==> config.mk <==
export PLATFORM = sky130hd
export DESIGN_NAME = uvsvg_div
export DESIGN_NICKNAME = d
export VERILOG_FILES = /design/src/sv/uvsvg_pkg.sv /design/src/sv/uvsvg_div.sv
export SDC_FILE = /design/constraint.sdc
export NUM_CORES = 1
export LEC_CHECK = 0
export BUFFER_PORTS_ARGS = -buffer_cell sky130_fd_sc_hd__buf_2
export CAP_MARGIN = 20
export CORE_MARGIN = 2
export CORE_UTILIZATION = 57
export CTS_CLUSTER_SIZE = 20
export DETAILED_ROUTE_END_ITERATION = 8
export GPL_TIMING_DRIVEN = 1
export MAX_ROUTING_LAYER = met4
export PLACE_DENSITY = 0.8
export SLEW_MARGIN = 20
export SYNTH_ARGS = -nofsm -noshare
export SYNTH_HDL_FRONTEND = slang
export SYNTH_SLANG_ARGS = --single-unit
==> constraint.sdc <==
create_clock -name clk_i -period 2.5 [get_ports clk_i]
set_input_delay 0.25 -clock clk_i [delete_from_list [all_inputs] [get_ports clk_i]]
set_output_delay 0.25 -clock clk_i [all_outputs]
set_load 0.05 [all_outputs]
==> src/sv/uvsvg_pkg.sv <==
package uvsvg_pkg;

  localparam int DIV_STEPS = 25;
  localparam int SIN_ITERS = 5;
  localparam int LAT_SIN   = 2 + 3 * SIN_ITERS + 1;
  localparam int LAT_TOTAL = DIV_STEPS + LAT_SIN + 4;

  localparam logic [31:0] Q30_ONE     = 32'h4000_0000;
  localparam logic [30:0] HALF_PI_Q30 = 31'd1686629713;

  localparam logic [1:0] REG_STACK_COUNT = 2'd0;
  localparam logic [1:0] REG_SLICE_COUNT = 2'd1;
  localparam logic [1:0] REG_RADIUS      = 2'd2;

  localparam logic [7:0]  STACK_COUNT_RST = 8'd32;
  localparam logic [7:0]  SLICE_COUNT_RST = 8'd64;
  localparam logic [15:0] RADIUS_RST      = 16'd4096;

  // series divisors, innermost first
  function automatic logic [6:0] div_k(input int idx);
    case (idx)
      0:       div_k = 7'd110;
      1:       div_k = 7'd72;
      2:       div_k = 7'd42;
      3:       div_k = 7'd20;
      default: div_k = 7'd6;
    endcase
  endfunction

  // floor(2^sh / k), one short at most after the shift
  function automatic logic [31:0] recip_m(input int idx);
    case (idx)
      0:       recip_m = 32'd2498890063;
      1:       recip_m = 32'd3817748707;
      2:       recip_m = 32'd3272356035;
      3:       recip_m = 32'd3435973836;
      default: recip_m = 32'd2863311530;
    endcase
  endfunction

  function automatic int recip_sh(input int idx);
    case (idx)
      0:       recip_sh = 38;
      1:       recip_sh = 38;
      2:       recip_sh = 37;
      3:       recip_sh = 36;
      default: recip_sh = 34;
    endcase
  endfunction

endpackage

==> src/sv/uvsvg_div.sv <==
module uvsvg_div import uvsvg_pkg::*; (
  input  logic        clk_i,
  input  logic        en_i,
  input  logic [8:0]  rem_i,
  input  logic [24:0] num_i,
  input  logic [8:0]  den_i,
  output logic [24:0] quo_o
);

  logic [8:0]  r_q [DIV_STEPS];
  logic [8:0]  d_q [DIV_STEPS];
  logic [24:0] l_q [DIV_STEPS];
  logic [24:0] q_q [DIV_STEPS];

  for (genvar k = 0; k < DIV_STEPS; k++) begin : g_step
    logic [8:0]  r_in, d_in, r_d;
    logic [24:0] l_in, q_in, q_d;
    logic [9:0]  rs;
    logic        ge;

    if (k == 0) begin : g_first
      assign r_in = rem_i;
      assign d_in = den_i;
      assign l_in = num_i;
      assign q_in = '0;
    end else begin : g_next
      assign r_in = r_q[k-1];
      assign d_in = d_q[k-1];
      assign l_in = l_q[k-1];
      assign q_in = q_q[k-1];
    end

    assign rs = {r_in, l_in[DIV_STEPS-1-k]};
    assign ge = (rs >= {1'b0, d_in});

    always_comb begin
      r_d = ge ? 9'(rs - {1'b0, d_in}) : rs[8:0];
      q_d = q_in;
      q_d[DIV_STEPS-1-k] = ge;
    end

    always_ff @(posedge clk_i) begin
      if (en_i) begin
        r_q[k] <= r_d;
        d_q[k] <= d_in;
        l_q[k] <= l_in;
        q_q[k] <= q_d;
      end
    end
  end

  assign quo_o = q_q[DIV_STEPS-1];

endmodule

[Yosys cells after proc, flatten, opt, wreduce, memory -nomap -nowiden]
Memories as Yosys holds them, arrays and structs flattened.
Cells that the tools add are included.
Word-level totals
  register bits: 0
  memory bits (writable): 1700
  input port bits: 45
  output and inout port bits: 25
  memories: 4
Cells by class
  add/sub/neg operators: 25
  order comparisons: 25
  muxes and demuxes: 27
Memories
  l_q: words 25, bits a word 25, read ports 24, clocked after Yosys merged registers in 0, write ports 25, RTL line uvsvg_div.sv:12  | logic [24:0] l_q [DIV_STEPS];
  q_q: words 25, bits a word 25, read ports 25, clocked after Yosys merged registers in 0, write ports 25, RTL line uvsvg_div.sv:13  | logic [24:0] q_q [DIV_STEPS];
  d_q: words 25, bits a word 9, read ports 24, clocked after Yosys merged registers in 0, write ports 25, RTL line uvsvg_div.sv:11  | logic [8:0] d_q [DIV_STEPS];
  r_q: words 25, bits a word 9, read ports 24, clocked after Yosys merged registers in 0, write ports 25, RTL line uvsvg_div.sv:10  | logic [8:0] r_q [DIV_STEPS];
Operators by type and width (count)
  >= comparator 10 x 9 -> 1 bit: 25
  two-way mux 9 bit: 25
  subtractor 9 bit: 25
  two-way mux 1 bit: 2

[Depth between registers and ports, before layout]
An unclocked memory read counts as a cell.
  depth after elaboration: 3
  gate-level depth with buffers: 10
  gate-level depth less buffers: 10

[Worst setup path after synthesis]
Ideal clock, no wire load.
  kind: register to register
  from: memory l_q[13][10], in the netlist l_q[1][135]
  to: memory r_q[14][1], in the netlist r_q[1][55] (data pin)
  library setup time: 0.260 ns
  arrival: 2.132 ns
  data required time: 2.240 ns
  slack: 0.108 ns
  cell stages (with the launch flop): 11
  path through: edfxtp_1 > inv_1 > ha_1 > inv_1 > fa_1 > a21oi_1 > o211ai_1 > and3_1 > or2_1 > buf_6 > mux2_4
RTL lines (RTL line)
  start, declared: uvsvg_div.sv:12
  end, declared: uvsvg_div.sv:10

==> metrics.log <==
INFO  metric final_nets = 3520
INFO  metric cts_buffers = 104
INFO  metric synth.most_common_cell = sky130_fd_sc_hd__edfxtp_1
INFO  metric worst_ir_drop_on_vdd = 0.000654 V
INFO  metric synth.net_count = 3157
INFO  metric max_slew_margin_vs_limit = 0.573
INFO  metric critPathMaxStageDelay = 0.46 ns
INFO  metric synth_area_per_cell = 15.6 um^2
INFO  metric busiest_layer = met2
INFO  metric worstPathMaxFanout = 6
INFO  metric crit_path_end_kind = register
INFO  metric yosysWarningCount = 0
INFO  metric wirelength_routed = 79600 um
INFO  metric num_io_pins = 70
INFO  metric setup_viol = 3
INFO  metric drt_first_pass_iters = 5
INFO  metric drtAntennaViolNets = 0
INFO  metric maximum_number_of_pins_on_one_net_before_global_route_repair = 122
INFO  metric dpl.hpwl = roughly 55000 um
INFO  metric power.net_switching = 17.6 mW
INFO  metric share_of_layout_cells_above_drive_strength_1 = 0.187
INFO  metric path_depth = 10
INFO  metric timing.critical_path.from_type = register
INFO  metric synth_cells = 2863
INFO  metric seq_area_frac_synth = 0.709
INFO  metric ff2ff_path_depth = 10
INFO  metric rsz0062_at_grt = yes
INFO  metric p_comb_frac = 0.305
INFO  metric gate_family_responsible_for_the_most_delay_along_the_worst_path = adder cells
INFO  metric dp_slack = -0.0795 ns
INFO  metric via_per_inst = 5.48
INFO  metric power_density = around 1100 nW/um^2
INFO  metric gp_congestion = 0.907
INFO  metric max_cap_violations = 0
INFO  metric cts-htree-levels = 3
INFO  metric grt_usage = 0.203
INFO  metric numClockSinks = 1057
INFO  metric initial_core_util = 0.577
INFO  metric total_power = 59.1 mW
INFO  metric layout.cell_area.non_filler = approximately 52000 um^2
INFO  metric floorplan.die.width = 284 um
INFO  metric clk-insertion-delay-late = 0.68 ns
INFO  metric cp_data_arrival_time = 2.92 ns
INFO  metric clockRootBuffer = sky130_fd_sc_hd__clkbuf_16
INFO  metric leakage_power_summed_over_all_cells = 19.9 nW
INFO  metric finalHoldWorstSlack = between 0.15 and 0.2 ns
INFO  metric hold_path_class = in2reg
INFO  metric hold_depth = 4
INFO  metric worstMarginPinSlew = 0.640 ns
INFO  metric floorplan.core_area = ~78000 um^2
INFO  metric final_core_utilization = 0.671
INFO  metric detailedRoute.firstIterationViolations = 1589
INFO  metric critical-path-slowest-cell = sky130_fd_sc_hd__edfxtp_1
INFO  metric use_met3 = 0.0324
INFO  metric synthDominantCellAreaShare = 0.709
INFO  metric route.vias.total = between 20000 and 25000
INFO  metric vertical_extent_of_the_die = 284 um
INFO  metric cp.required = around 2.9 ns
INFO  metric routedWlPerCell = 18.3 um
INFO  metric synth_edf_count = 1057
INFO  metric floorplan.rows = 102
INFO  metric number_of_global_route_vias_before_repair = ~24000
INFO  metric grt_first_pass_wirelength = 127000 um
INFO  metric failed_checks = setup timing
INFO  metric outcome = finished, violations left
INFO  metric seq_power_share = 0.426
INFO  metric worst-path-buf-inv = 3
INFO  metric grt_antenna_before_repair = 0
INFO  metric dominantRegCellSynth = sky130_fd_sc_hd__edfxtp_1
INFO  metric netSwitchingFraction = 0.297
INFO  metric netlist_top_cells_area = sky130_fd_sc_hd__edfxtp_1 (71%), sky130_fd_sc_hd__ha_1 (6.3%), sky130_fd_sc_hd__mux2_2 (3.0%), sky130_fd_sc_hd__inv_1 (2.7%), sky130_fd_sc_hd__a21oi_1 (2.0%)
INFO  metric async_reset_ff_frac = 0
INFO  metric internal-power = 41.6 mW
INFO  metric global_route.overflow_total = 0
INFO  metric cts_tree = built
INFO  metric p_clk_frac = 0.269
INFO  metric diodes = 0
INFO  metric cts.clk_slew.worst_paths = 0.06 ns
INFO  metric met1_usage = 0.273
INFO  metric fin_ws = -0.00923 ns
INFO  metric drcViolationCount = 0
INFO  metric yosys_register_bits = 1057
INFO  metric leading_cell_types_by_count_after_synthesis = sky130_fd_sc_hd__edfxtp_1 (1057), sky130_fd_sc_hd__inv_1 (327), sky130_fd_sc_hd__ha_1 (225)
INFO  metric die_area = 80800 um^2
INFO  metric area_growth_syn_to_layout = 16.2%
INFO  metric worstSetupPathType = reg2reg
INFO  metric most_common_cell_on_crit_path = sky130_fd_sc_hd__inv_2
INFO  metric timing_max_transition_violations_final = 0
INFO  metric cts_max_path_buffers = 3
INFO  metric period_needed = 2.51 ns
INFO  metric timing.fmax = 399 MHz
INFO  metric report.final.hold_viol_count = 0
INFO  metric mappedNetlistArea = 44800 um^2
INFO  metric area_leader_netlist = sky130_fd_sc_hd__edfxtp_1
INFO  metric fin_crit_sh = 1.00
INFO  metric detailed_place.area = roughly 47000 um^2
INFO  metric routing_usage_on_met2 = 0.323
INFO  metric synth_cell_types = 63
INFO  metric crit_chain = inv_1 -> ha_2 -> inv_2 -> fa_2 -> a21oi_2 -> o211ai_1 -> and3_1 -> nor2_2 -> inv_2 -> mux2_2
INFO  metric io_buffer_count = 69
INFO  metric skew = 0.0409 ns
## cells in the final DEF, fill, tap and decap left out, types with 18 or more instances in the layout
cell / instances
sky130_fd_sc_hd__a21oi_2: 20
sky130_fd_sc_hd__clkbuf_16: 105
sky130_fd_sc_hd__dlygate4sd3_1: 43
sky130_fd_sc_hd__a21boi_0: 44
sky130_fd_sc_hd__a21o_1: 40
sky130_fd_sc_hd__mux2_2: 117
sky130_fd_sc_hd__o211ai_1: 38
sky130_fd_sc_hd__nor2b_1: 29
sky130_fd_sc_hd__nand4_1: 26
sky130_fd_sc_hd__and3_1: 18
sky130_fd_sc_hd__nand3_1: 37
sky130_fd_sc_hd__a21oi_1: 155
sky130_fd_sc_hd__nand2_1: 56
sky130_fd_sc_hd__o21a_1: 53
sky130_fd_sc_hd__ha_1: 221
sky130_fd_sc_hd__buf_4: 145
sky130_fd_sc_hd__mux2i_1: 29
sky130_fd_sc_hd__clkinv_1: 25
sky130_fd_sc_hd__o21ai_0: 44
sky130_fd_sc_hd__edfxtp_1: 1057
sky130_fd_sc_hd__o31ai_1: 28
sky130_fd_sc_hd__xnor2_1: 84
sky130_fd_sc_hd__buf_2: 69
sky130_fd_sc_hd__clkinv_2: 19
sky130_fd_sc_hd__inv_1: 326
sky130_fd_sc_hd__nor3_1: 52
sky130_fd_sc_hd__nor2_1: 110
sky130_fd_sc_hd__a211o_1: 23
## worst paths after layout
kind / from / to / slack [ns]
worst min-delay path: rem_i[8] / q_q[0][24] / 0.16
worst max-delay path: l_q[2][31] / r_q[2][24] / -0.009
worst max register to register: l_q[2][31] / r_q[2][24] / -0.009
worst min register to register: q_q[17][10] / q_q[18][10] / 0.39
## flip-flops by register name (all words and copies together), names as in the netlist
register and count:
q_q 325, r_q 216, l_q 300, d_q 216
## area by class of cell
class,instances,area [um^2]
tap,1040,1300
fill,5385,25600
timing repair buffer,274,2200
inverter,338,1270
multi-input combinational,1451,11900
clock inverter,80,918
sequential,1057,31700
clock buffer,115,2670
## what timing repair did
item | CTS | global route
pin swaps | 2 | 37
buffers inserted | 2 | 30
gates resized for setup | 24 | 65
endpoints found under the setup margin | 73 | 148
hold endpoints to repair | 72 | 0
gates cloned | 1 | 3
hold buffers | 43 | 0
## per-layer routing
| metal | vias up | wire, um | share of wire |
|---|---|---|---|
| li1 | 11625 | - | - |
| met1 | 11639 | 36200 | 0.46 |
| met2 | 462 | 38300 | 0.48 |
| met3 | 146 | 3100 | 0.039 |
| met4 | 0 | 1990 | 0.025 |
| met5 | - | 0 | 0 |
## worst reg2reg max path: cells and delay by family (launching register included)
kind | cells | cell delay, ns
compound gates | 2 | 0.32
fa+ha+maj | 2 | 0.57
buf+inv | 3 | 0.24
flops | 1 | 0.46
mux | 1 | 0.29
simple gates | 2 | 0.38
## per-stage QoR
stage          setup TNS, ns  instances
2_1_floorplan              0       2863
3_3_place_gp          -0.991       4081
3_5_place_dp           -2.35       4081
4_1_cts                    0       4322
5_1_grt               -0.482       4355
6_report             -0.0224       4355
## cells by family (layout without fill, tap and decap cells)
logic type,Yosys count,in the layout,share of synthesized area
buffers and inverters,359,807,0.0312
xor gates and xnor gates,96,96,0.0188
adders and majority gates,249,249,0.0736
DFF,1057,1057,0.709
muxes,161,161,0.0409
AOI/OAI and AO/OA,562,566,0.0845
and+or+nand+nor,379,379,0.0421
## power by group through the flow
| stage | Sequential [mW] | Combinational [mW] | Clock, mW |
|---|---|---|---|
| finish | 25.2 | 18.0 | 15.9 |
| floorplan | 24.7 | 12.5 | 0 |
| global placement | 25.5 | 16.6 | 0 |
| detailed placement | 25.5 | 16.9 | 0 |
| CTS | 25.2 | 17.3 | 16.3 |
| global route | 25.4 | 20.0 | 17.1 |
(Power assumes the default switching activity.)
